==> src/hdl/mfdc_pkg.sv <==
// Shared types, constants and CRC function for the frame deframer.
package mfdc_pkg;

  localparam int unsigned LenBits = 16;

  localparam logic [7:0]  ChanCountRst   = 8'd3;
  localparam logic [7:0]  CanIdRst       = 8'd255;
  localparam logic [6:0]  CanBytesRst    = 7'd16;
  localparam logic [31:0] DelimRst       = 32'hC01D_BEEF;
  localparam logic [31:0] CrcInit        = 32'hFFFF_FFFF;
  localparam logic [31:0] CrcPoly        = 32'hEDB8_8320;

  localparam int unsigned CfgIdxBits = 8;

  typedef enum logic [CfgIdxBits-1:0] {
    CfgChanCount = 8'd0,
    CfgCanId     = 8'd1,
    CfgCanBytes  = 8'd2,
    CfgDelim     = 8'd3
  } cfg_idx_e;

  typedef enum logic [6:0] {
    PhHunt  = 7'b0000001,
    PhId    = 7'b0000010,
    PhLenLo = 7'b0000100,
    PhLenHi = 7'b0001000,
    PhData  = 7'b0010000,
    PhChkLo = 7'b0100000,
    PhChkHi = 7'b1000000
  } phase_e;

  typedef enum logic [1:0] {
    RouteChan    = 2'd0,
    RouteCan     = 2'd1,
    RouteBadId   = 2'd2,
    RouteCanLong = 2'd3
  } route_e;

  typedef enum logic [1:0] {
    StOk       = 2'd0,
    StMismatch = 2'd1,
    StUnknown  = 2'd2,
    StTooLong  = 2'd3
  } status_e;

  typedef enum logic {
    KindPayload = 1'b0,
    KindStatus  = 1'b1
  } kind_e;

  // Reflected CRC-32, one byte per call.
  function automatic logic [31:0] crc32_byte(logic [31:0] acc, logic [7:0] b);
    logic [31:0] c;
    c = acc ^ {24'd0, b};
    for (int i = 0; i < 8; i++) begin
      c = c[0] ? ((c >> 1) ^ CrcPoly) : (c >> 1);
    end
    return c;
  endfunction

endpackage

==> src/hdl/mfdc_if.sv <==
// Valid/ready channel interfaces: received bytes, deframed results, register writes.
interface mfdc_in_if;
  logic       valid;
  logic       ready;
  logic [7:0] rx_byte;

  modport source (output valid, output rx_byte, input ready);
  modport sink   (input valid, input rx_byte, output ready);
endinterface

interface mfdc_out_if;
  logic        valid;
  logic        ready;
  logic        kind;
  logic        to_can;
  logic [7:0]  channel;
  logic [7:0]  payload_byte;
  logic        last;
  logic [1:0]  status;
  logic [15:0] frame_length;
  logic [15:0] received_check;
  logic [15:0] computed_check;

  modport source (output valid, output kind, output to_can, output channel,
                  output payload_byte, output last, output status,
                  output frame_length, output received_check,
                  output computed_check, input ready);
  modport sink   (input valid, input kind, input to_can, input channel,
                  input payload_byte, input last, input status,
                  input frame_length, input received_check,
                  input computed_check, output ready);
endinterface

interface mfdc_cfg_if;
  logic        valid;
  logic        ready;
  logic [7:0]  index;
  logic [31:0] data;

  modport source (output valid, output index, output data, input ready);
  modport sink   (input valid, input index, input data, output ready);
endinterface

==> src/hdl/mux_frame_deframer_crc.sv <==
// Deframer: delimiter hunt, header parse, payload routing and CRC-32 check.
// A result is registered and appears on out_if in the cycle after the byte that causes it.
// Throughput: one byte per cycle; in_if.ready drops only while a result sits
// in the output register and the sink stalls it.
// Reset: phase returns to delimiter hunt, CRC to all ones, registers to
// their defaults, output register empty. Config writes are always taken.
module mux_frame_deframer_crc (
  input  logic         clk_i,
  input  logic         rst_ni,
  mfdc_in_if.sink      in_if,
  mfdc_out_if.source   out_if,
  mfdc_cfg_if.sink     cfg_if
);
  import mfdc_pkg::*;

  // configuration
  logic [7:0]  chan_count_q, can_id_q;
  logic [6:0]  can_bytes_q;
  logic [31:0] delim_q;

  // frame state
  phase_e              phase_q, phase_d;
  logic [1:0]          match_q, match_d;
  logic [7:0]          chan_q, chan_d;
  logic [LenBits-1:0]  len_q, len_d;
  logic [LenBits-1:0]  left_q, left_d;
  logic [31:0]         crc_q, crc_d;
  logic [7:0]          chk_lo_q, chk_lo_d;
  route_e              route_q, route_d;

  // result register
  logic        out_valid_q;
  logic        kind_q, to_can_q, last_q;
  logic [7:0]  chan_out_q, pbyte_q;
  logic [1:0]  status_q;
  logic [15:0] flen_q, rcv_q, cmp_q;

  logic        in_fire;
  logic [7:0]  b;
  logic [7:0]  delim_cur, delim_first;
  logic [2:0]  match_inc;
  logic [LenBits-1:0] len_full;
  logic [15:0] rcv, cmp;
  logic        emit;
  kind_e       res_kind;
  logic        res_last;
  logic [7:0]  res_pbyte;
  status_e     res_status;
  logic [15:0] res_rcv, res_cmp;

  assign in_if.ready  = !out_valid_q || out_if.ready;
  assign cfg_if.ready = 1'b1;
  assign in_fire      = in_if.valid && in_if.ready;
  assign b            = in_if.rx_byte;

  assign delim_first = delim_q[31:24];
  always_comb begin
    case (match_q)
      2'd0:    delim_cur = delim_q[31:24];
      2'd1:    delim_cur = delim_q[23:16];
      2'd2:    delim_cur = delim_q[15:8];
      default: delim_cur = delim_q[7:0];
    endcase
  end
  assign match_inc = {1'b0, match_q} + 3'd1;
  assign len_full  = LenBits'({b, len_q[7:0]});
  assign rcv       = {b, chk_lo_q};
  assign cmp       = ~crc_q[15:0];

  always_comb begin
    phase_d    = phase_q;
    match_d    = match_q;
    chan_d     = chan_q;
    len_d      = len_q;
    left_d     = left_q;
    crc_d      = crc_q;
    chk_lo_d   = chk_lo_q;
    route_d    = route_q;
    emit       = 1'b0;
    res_kind   = KindPayload;
    res_last   = 1'b0;
    res_pbyte  = 8'd0;
    res_status = StOk;
    res_rcv    = 16'd0;
    res_cmp    = 16'd0;
    if (in_fire) begin
      case (phase_q)
        PhHunt: begin
          if (b == delim_cur) begin
            if (match_inc == 3'd4) begin
              match_d = 2'd0;
              phase_d = PhId;
            end else begin
              match_d = match_inc[1:0];
            end
          end else if (b == delim_first) begin
            // broken match restarts on the first delimiter byte
            match_d = 2'd1;
          end else begin
            match_d = 2'd0;
          end
        end
        PhId: begin
          chan_d  = b;
          phase_d = PhLenLo;
        end
        PhLenLo: begin
          len_d   = LenBits'(b);
          phase_d = PhLenHi;
        end
        PhLenHi: begin
          len_d  = len_full;
          left_d = len_full;
          crc_d  = CrcInit;
          if (chan_q == can_id_q) begin
            route_d = (len_full <= LenBits'(can_bytes_q)) ? RouteCan : RouteCanLong;
          end else if (chan_q < chan_count_q) begin
            route_d = RouteChan;
          end else begin
            route_d = RouteBadId;
          end
          phase_d = (len_full == '0) ? PhChkLo : PhData;
        end
        PhData: begin
          crc_d  = crc32_byte(crc_q, b);
          left_d = left_q - LenBits'(1);
          if (left_q == LenBits'(1)) begin
            phase_d = PhChkLo;
          end
          emit      = (route_q == RouteChan) || (route_q == RouteCan);
          res_pbyte = b;
          res_last  = (left_q == LenBits'(1));
        end
        PhChkLo: begin
          chk_lo_d = b;
          phase_d  = PhChkHi;
        end
        PhChkHi: begin
          emit     = 1'b1;
          res_kind = KindStatus;
          res_rcv  = rcv;
          res_cmp  = cmp;
          case (route_q)
            RouteBadId:   res_status = StUnknown;
            RouteCanLong: res_status = StTooLong;
            default:      res_status = (rcv != cmp) ? StMismatch : StOk;
          endcase
          phase_d = PhHunt;
          match_d = 2'd0;
        end
        default: begin
          phase_d = PhHunt;
          match_d = 2'd0;
        end
      endcase
    end
  end

  always_ff @(posedge clk_i or negedge rst_ni) begin
    if (!rst_ni) begin
      chan_count_q <= ChanCountRst;
      can_id_q     <= CanIdRst;
      can_bytes_q  <= CanBytesRst;
      delim_q      <= DelimRst;
    end else if (cfg_if.valid) begin
      case (cfg_if.index)
        CfgChanCount: chan_count_q <= cfg_if.data[7:0];
        CfgCanId:     can_id_q     <= cfg_if.data[7:0];
        CfgCanBytes:  can_bytes_q  <= cfg_if.data[6:0];
        CfgDelim:     delim_q      <= cfg_if.data;
        default: ;
      endcase
    end
  end

  always_ff @(posedge clk_i or negedge rst_ni) begin
    if (!rst_ni) begin
      phase_q  <= PhHunt;
      match_q  <= 2'd0;
      chan_q   <= 8'd0;
      len_q    <= '0;
      left_q   <= '0;
      crc_q    <= CrcInit;
      chk_lo_q <= 8'd0;
      route_q  <= RouteChan;
    end else begin
      phase_q  <= phase_d;
      match_q  <= match_d;
      chan_q   <= chan_d;
      len_q    <= len_d;
      left_q   <= left_d;
      crc_q    <= crc_d;
      chk_lo_q <= chk_lo_d;
      route_q  <= route_d;
    end
  end

  always_ff @(posedge clk_i or negedge rst_ni) begin
    if (!rst_ni) begin
      out_valid_q <= 1'b0;
    end else if (in_fire) begin
      out_valid_q <= emit;
    end else if (out_if.ready) begin
      out_valid_q <= 1'b0;
    end
  end

  always_ff @(posedge clk_i) begin
    if (in_fire && emit) begin
      kind_q     <= res_kind;
      to_can_q   <= (route_q == RouteCan);
      chan_out_q <= chan_q;
      pbyte_q    <= res_pbyte;
      last_q     <= res_last;
      status_q   <= res_status;
      flen_q     <= 16'(len_q);
      rcv_q      <= res_rcv;
      cmp_q      <= res_cmp;
    end
  end

  assign out_if.valid          = out_valid_q;
  assign out_if.kind           = kind_q;
  assign out_if.to_can         = to_can_q;
  assign out_if.channel        = chan_out_q;
  assign out_if.payload_byte   = pbyte_q;
  assign out_if.last           = last_q;
  assign out_if.status         = status_q;
  assign out_if.frame_length   = flen_q;
  assign out_if.received_check = rcv_q;
  assign out_if.computed_check = cmp_q;

endmodule

==> src/flat_wrapper.sv <==
// flat-port wrapper written by rule: the top's interface ports become plain ports
module mux_frame_deframer_crc_flat import mfdc_pkg::*;
  (clk_i, rst_ni, in_if_valid, in_if_rx_byte, in_if_ready, out_if_valid, out_if_kind, out_if_to_can, out_if_channel, out_if_payload_byte, out_if_last, out_if_status, out_if_frame_length, out_if_received_check, out_if_computed_check, out_if_ready, cfg_if_valid, cfg_if_index, cfg_if_data, cfg_if_ready);
  mfdc_in_if in_if_i ();
  mfdc_out_if out_if_i ();
  mfdc_cfg_if cfg_if_i ();
  input  logic clk_i;
  input  logic rst_ni;
  input wire logic [$bits(in_if_i.valid)-1:0] in_if_valid;
  input wire logic [$bits(in_if_i.rx_byte)-1:0] in_if_rx_byte;
  output wire logic [$bits(in_if_i.ready)-1:0] in_if_ready;
  output wire logic [$bits(out_if_i.valid)-1:0] out_if_valid;
  output wire logic [$bits(out_if_i.kind)-1:0] out_if_kind;
  output wire logic [$bits(out_if_i.to_can)-1:0] out_if_to_can;
  output wire logic [$bits(out_if_i.channel)-1:0] out_if_channel;
  output wire logic [$bits(out_if_i.payload_byte)-1:0] out_if_payload_byte;
  output wire logic [$bits(out_if_i.last)-1:0] out_if_last;
  output wire logic [$bits(out_if_i.status)-1:0] out_if_status;
  output wire logic [$bits(out_if_i.frame_length)-1:0] out_if_frame_length;
  output wire logic [$bits(out_if_i.received_check)-1:0] out_if_received_check;
  output wire logic [$bits(out_if_i.computed_check)-1:0] out_if_computed_check;
  input wire logic [$bits(out_if_i.ready)-1:0] out_if_ready;
  input wire logic [$bits(cfg_if_i.valid)-1:0] cfg_if_valid;
  input wire logic [$bits(cfg_if_i.index)-1:0] cfg_if_index;
  input wire logic [$bits(cfg_if_i.data)-1:0] cfg_if_data;
  output wire logic [$bits(cfg_if_i.ready)-1:0] cfg_if_ready;
  assign in_if_i.valid = in_if_valid;
  assign in_if_i.rx_byte = in_if_rx_byte;
  assign in_if_ready = in_if_i.ready;
  assign out_if_valid = out_if_i.valid;
  assign out_if_kind = out_if_i.kind;
  assign out_if_to_can = out_if_i.to_can;
  assign out_if_channel = out_if_i.channel;
  assign out_if_payload_byte = out_if_i.payload_byte;
  assign out_if_last = out_if_i.last;
  assign out_if_status = out_if_i.status;
  assign out_if_frame_length = out_if_i.frame_length;
  assign out_if_received_check = out_if_i.received_check;
  assign out_if_computed_check = out_if_i.computed_check;
  assign out_if_i.ready = out_if_ready;
  assign cfg_if_i.valid = cfg_if_valid;
  assign cfg_if_i.index = cfg_if_index;
  assign cfg_if_i.data = cfg_if_data;
  assign cfg_if_ready = cfg_if_i.ready;
  mux_frame_deframer_crc u_core (.clk_i(clk_i), .rst_ni(rst_ni), .in_if(in_if_i), .out_if(out_if_i), .cfg_if(cfg_if_i));
endmodule
==> config.mk <==
export PLATFORM = sky130hd
export DESIGN_NAME = mux_frame_deframer_crc_flat
export DESIGN_NICKNAME = d
export VERILOG_FILES = /design/src/hdl/mfdc_pkg.sv /design/src/hdl/mfdc_if.sv /design/src/hdl/mux_frame_deframer_crc.sv /design/src/flat_wrapper.sv
export SDC_FILE = /design/constraint.sdc
export NUM_CORES = 1
export LEC_CHECK = 0
export ABC_AREA = 1
export ABC_CLOCK_PERIOD_IN_PS = 9400
export BUFFER_PORTS_ARGS = -buffer_cell sky130_fd_sc_hd__buf_2
export CORE_MARGIN = 2
export CORE_UTILIZATION = 39
export CTS_BUF_LIST = sky130_fd_sc_hd__clkbuf_16
export DETAILED_ROUTE_END_ITERATION = 8
export HOLD_SLACK_MARGIN = 0.1
export PLACE_DENSITY_LB_ADDON = 0.3
export SYNTH_ARGS = -nofsm -noshare
export SYNTH_HDL_FRONTEND = slang
export SYNTH_SLANG_ARGS = --single-unit
==> constraint.sdc <==
create_clock -name clk_i -period 9.4 [get_ports clk_i]
set_input_delay 0.94 -clock clk_i [delete_from_list [all_inputs] [get_ports clk_i]]
set_output_delay 0.94 -clock clk_i [all_outputs]
set_load 0.01 [all_outputs]
==> reports/results.ini <==
[route]
postRouteAntennaNets=0
drt-total-wl_um=28200
detailroute.via_count=8618
drc=0
route.detailed.vias_per_inst=4.94
drt-initial-drc-count=749
drt-wirelength-per-cell_um=16.2
detailedRoute.firstPassIterationCount=6

[flow_run]
max_cap_violations=0

[yosys]
syn_inst=1243
postSynthRegisterBits=216
syn-mean-instance-area_um2=8.81
synth-edff-count=69
synth_fp_nets=1316
synth-seq-area-share_pct=53.3
synth_flop_cell=sky130_fd_sc_hd__dfrtp_1
synthDominantAreaCellType=sky130_fd_sc_hd__dfrtp_1
synth.cell_area_mm2=0.0109
synth-warning-count=0
area_contributors_post_synth=sky130_fd_sc_hd__dfrtp_1 (19%), sky130_fd_sc_hd__edfxtp_1 (19%), sky130_fd_sc_hd__dfstp_2 (15%)
post-synth-top-area-fraction_pct=19.2
yosysUniqueCellTypes=48
asyncSetResetFlopFracSynth_pct=68.1

[critical_path]
critical_path.reg2reg.startpoint=u_core.out_if.valid
worstPathArrival_ps=3740
crit_chain=buf_2, inv_1, nand2_1, nand2_1, nor4_2, clkinv_1, o21ai_4, buf_4
critical_path.startpoint=out_if_ready
critical_path.startpoint_type=input port
critical_path_class=in -> reg
max_stage_delay_ps=880
timing.critical_path.mode_cell=sky130_fd_sc_hd__nand2_1
worst_setup_path_end_kind=flip-flop
timing.critical_path.fanout_max=69
required_ps=9540
cp_slowest_cell=sky130_fd_sc_hd__clkinv_1

[clock_tree]
cts_setup_buffers=0
clock-sinks=216
cts_stage_hold_buffer_count=0
cts_tree=yes
clk-insertion-delay-late_ps=520
clk_transition_reported_paths_ps=60
cts_max_path_buffers=3
ctsHtreeMaxLevel=1
ctsResizeCount=0
cts_buffers=24
cts-root-buf=sky130_fd_sc_hd__clkbuf_16

[floorplan]
io_pins=125
die_area_mm2=0.0294
die_h_um=172
die_width_um=172
initial_standard_cell_utilization_of_the_core_pct=39.5
core_mm2=0.0277
core.rowCount=61

[run_status]
run_status=completed

[timing]
fin_setup_tns_ps=0
timing_max_transition_violations_final=0
final.period_utilization_pct=38.3
skew_ps=12.7
tightestPinTransition_ps=1050
timing.final.setup_violations=0
maxClockFrequency_ghz=0.278
rsz_0062_raised_after_global_routing=false
post-route-worst-setup-slack_ps=5800
maxSlewHeadroom_pct=30.2
timing.final.hold_violations=0
fin_crit_ps=3600

[global_routing]
groute.layer.met1.usage_pct=29.2
vias_in_the_first_global_route=8318
grt_overflow_total=0
gr-usage-met3_pct=2.05
grt_use_met2_pct=31.1
grt_start_max_net_pins=83
grt_pass1_wl_um=45700
antenna_violations_before_repair=0
gr-usage-all-layers_pct=19.8
grt-busiest-layer=met2

[place]
hpwl_um=19500
preCtsSetupSlack_ps=5240
gpl.final_weighted_congestion=0.863
placed_area_mm2=0.0118
port_buffers=123

[power]
max-vdd-ir-drop_mv=0.136
fin_total_pwr_mw=3.54
leakage_nw=5.80
power.density_cell_area_mw_per_mm2=281

[cells_and_area]
antenna-diode-count=0
share_of_post_route_cells_with_drive_strength_above_1_pct=19.3
nets=1421
area_growth_pct=15.2
final_non_filler_cell_area_mm2=0.0126
final_core_utilization_pct=45.5

[hold_path]
timing.hold.worst.class=in -> async

==> per-stage QoR <==
step                      cells  hold slack [ps]
after global routing       1744              463
after CTS                  1744              440
after detailed placement   1700              432
final                      1744              428
after floorplan            1243              419
after global placement     1700              425
==> worst max-delay path: cells and delay by family <==
kind	cells	cell delay (ps)
and+or+nand+nor	3	790
AOI/OAI and AO/OA	1	250
buffers and inverters	4	1710
==> metal layers <==
metal,vias up,routed length [um]
li1,4260,-
met1,4036,13300
met2,272,12500
met3,50,1700
met4,0,752
met5,-,0
==> state kept, by name, summed over array words and instances (netlist names), 8 cells and up <==
register / count
u_core.chan_q: 8
u_core.len_q: 16
u_core.left_q: 16
u_core.chan_count_q: 8
u_core.chk_lo_q: 8
u_core.out_if.received_check: 16
u_core.crc_q: 32
u_core.out_if.payload_byte: 8
u_core.out_if.computed_check: 16
u_core.delim_q: 32
u_core.out_if.frame_length: 16
u_core.can_id_q: 8
u_core.out_if.channel: 8
==> cell usage in the layout (no fill, tap or decap), drive strengths merged, types with 2 or more instances in the layout <==
master,Yosys,routed
ha,20,20
nand4,14,14
a21oi,29,29
inv,136,147
nor3,5,5
nand3b,2,2
nand3,91,91
nor4,7,7
dfrtp,84,84
xnor2,28,28
dfstp,63,63
nor2,90,90
bufinv,0,2
nand2,325,325
a22oi,5,5
buf,25,127
clkbuf,23,25
or2,9,9
edfxtp,69,69
o21ai,134,134
o211ai,7,7
o22ai,10,10
clkinv,4,10
xor2,50,50
a31oi,2,2
==> cell families (layout without fill, tap and decap cells) <==
family / after synthesis / count (layout) / share of synthesized area, %
other: 1 / 1 / 0.0343
AND/OR/NAND/NOR: 546 / 546 / 21.3
XOR/XNOR: 78 / 78 / 6.65
adder cells (fa/ha/maj): 20 / 20 / 2.29
flip-flops: 216 / 216 / 53.3
AO/OA/AOI/OAI: 194 / 194 / 9.48
buffers and inverters: 188 / 311 / 7.02
==> power breakdown <==
part | total [mW] | internal (mW) | switching, mW
Clock | 0.908 | 0.535 | 0.373
Sequential | 1.45 | 1.24 | 0.217
Combinational | 1.18 | 0.437 | 0.740
Total | 3.54 | 2.21 | 1.33
==> final cells by class <==
type / count / area, um2
fill: 2711 / 15100
sequential: 216 / 5830
multi-input combinational: 839 / 4360
timing repair buffer: 127 / 652
clock buffer: 25 / 626
inverter: 140 / 533
tap: 378 / 473
clock inverter: 19 / 139
==> final timing paths <==
path                                            endpoint  slack (ps)  cells past startpoint
setup / recovery           u_core.out_if.payload_byte[4]        5800                      8
hold / removal                       u_core.out_if.valid         430                      1
setup reg to reg           u_core.out_if.payload_byte[4]        5940                      6
hold reg to reg            u_core.out_if.frame_length[0]         440                      0
max in group asynchronous             u_core.delim_q[26]        7490                      2
min in group clk_i         u_core.out_if.frame_length[0]         440                      0
==> cells in the mapped netlist, types with 18 or more instances <==
| cell | n |
|---|---|
| sky130_fd_sc_hd__nand2_1 | 317 |
| sky130_fd_sc_hd__dfrtp_1 | 84 |
| sky130_fd_sc_hd__nand3_1 | 91 |
| sky130_fd_sc_hd__xor2_1 | 50 |
| sky130_fd_sc_hd__o21ai_0 | 116 |
| sky130_fd_sc_hd__dfstp_2 | 63 |
| sky130_fd_sc_hd__inv_1 | 127 |
| sky130_fd_sc_hd__ha_1 | 20 |
| sky130_fd_sc_hd__nor2_1 | 86 |
| sky130_fd_sc_hd__a21oi_1 | 29 |
| sky130_fd_sc_hd__o21ai_1 | 18 |
| sky130_fd_sc_hd__edfxtp_1 | 69 |
| sky130_fd_sc_hd__buf_2 | 18 |
| sky130_fd_sc_hd__clkbuf_1 | 21 |
| sky130_fd_sc_hd__xnor2_1 | 22 |
(Power assumes the default switching activity.)
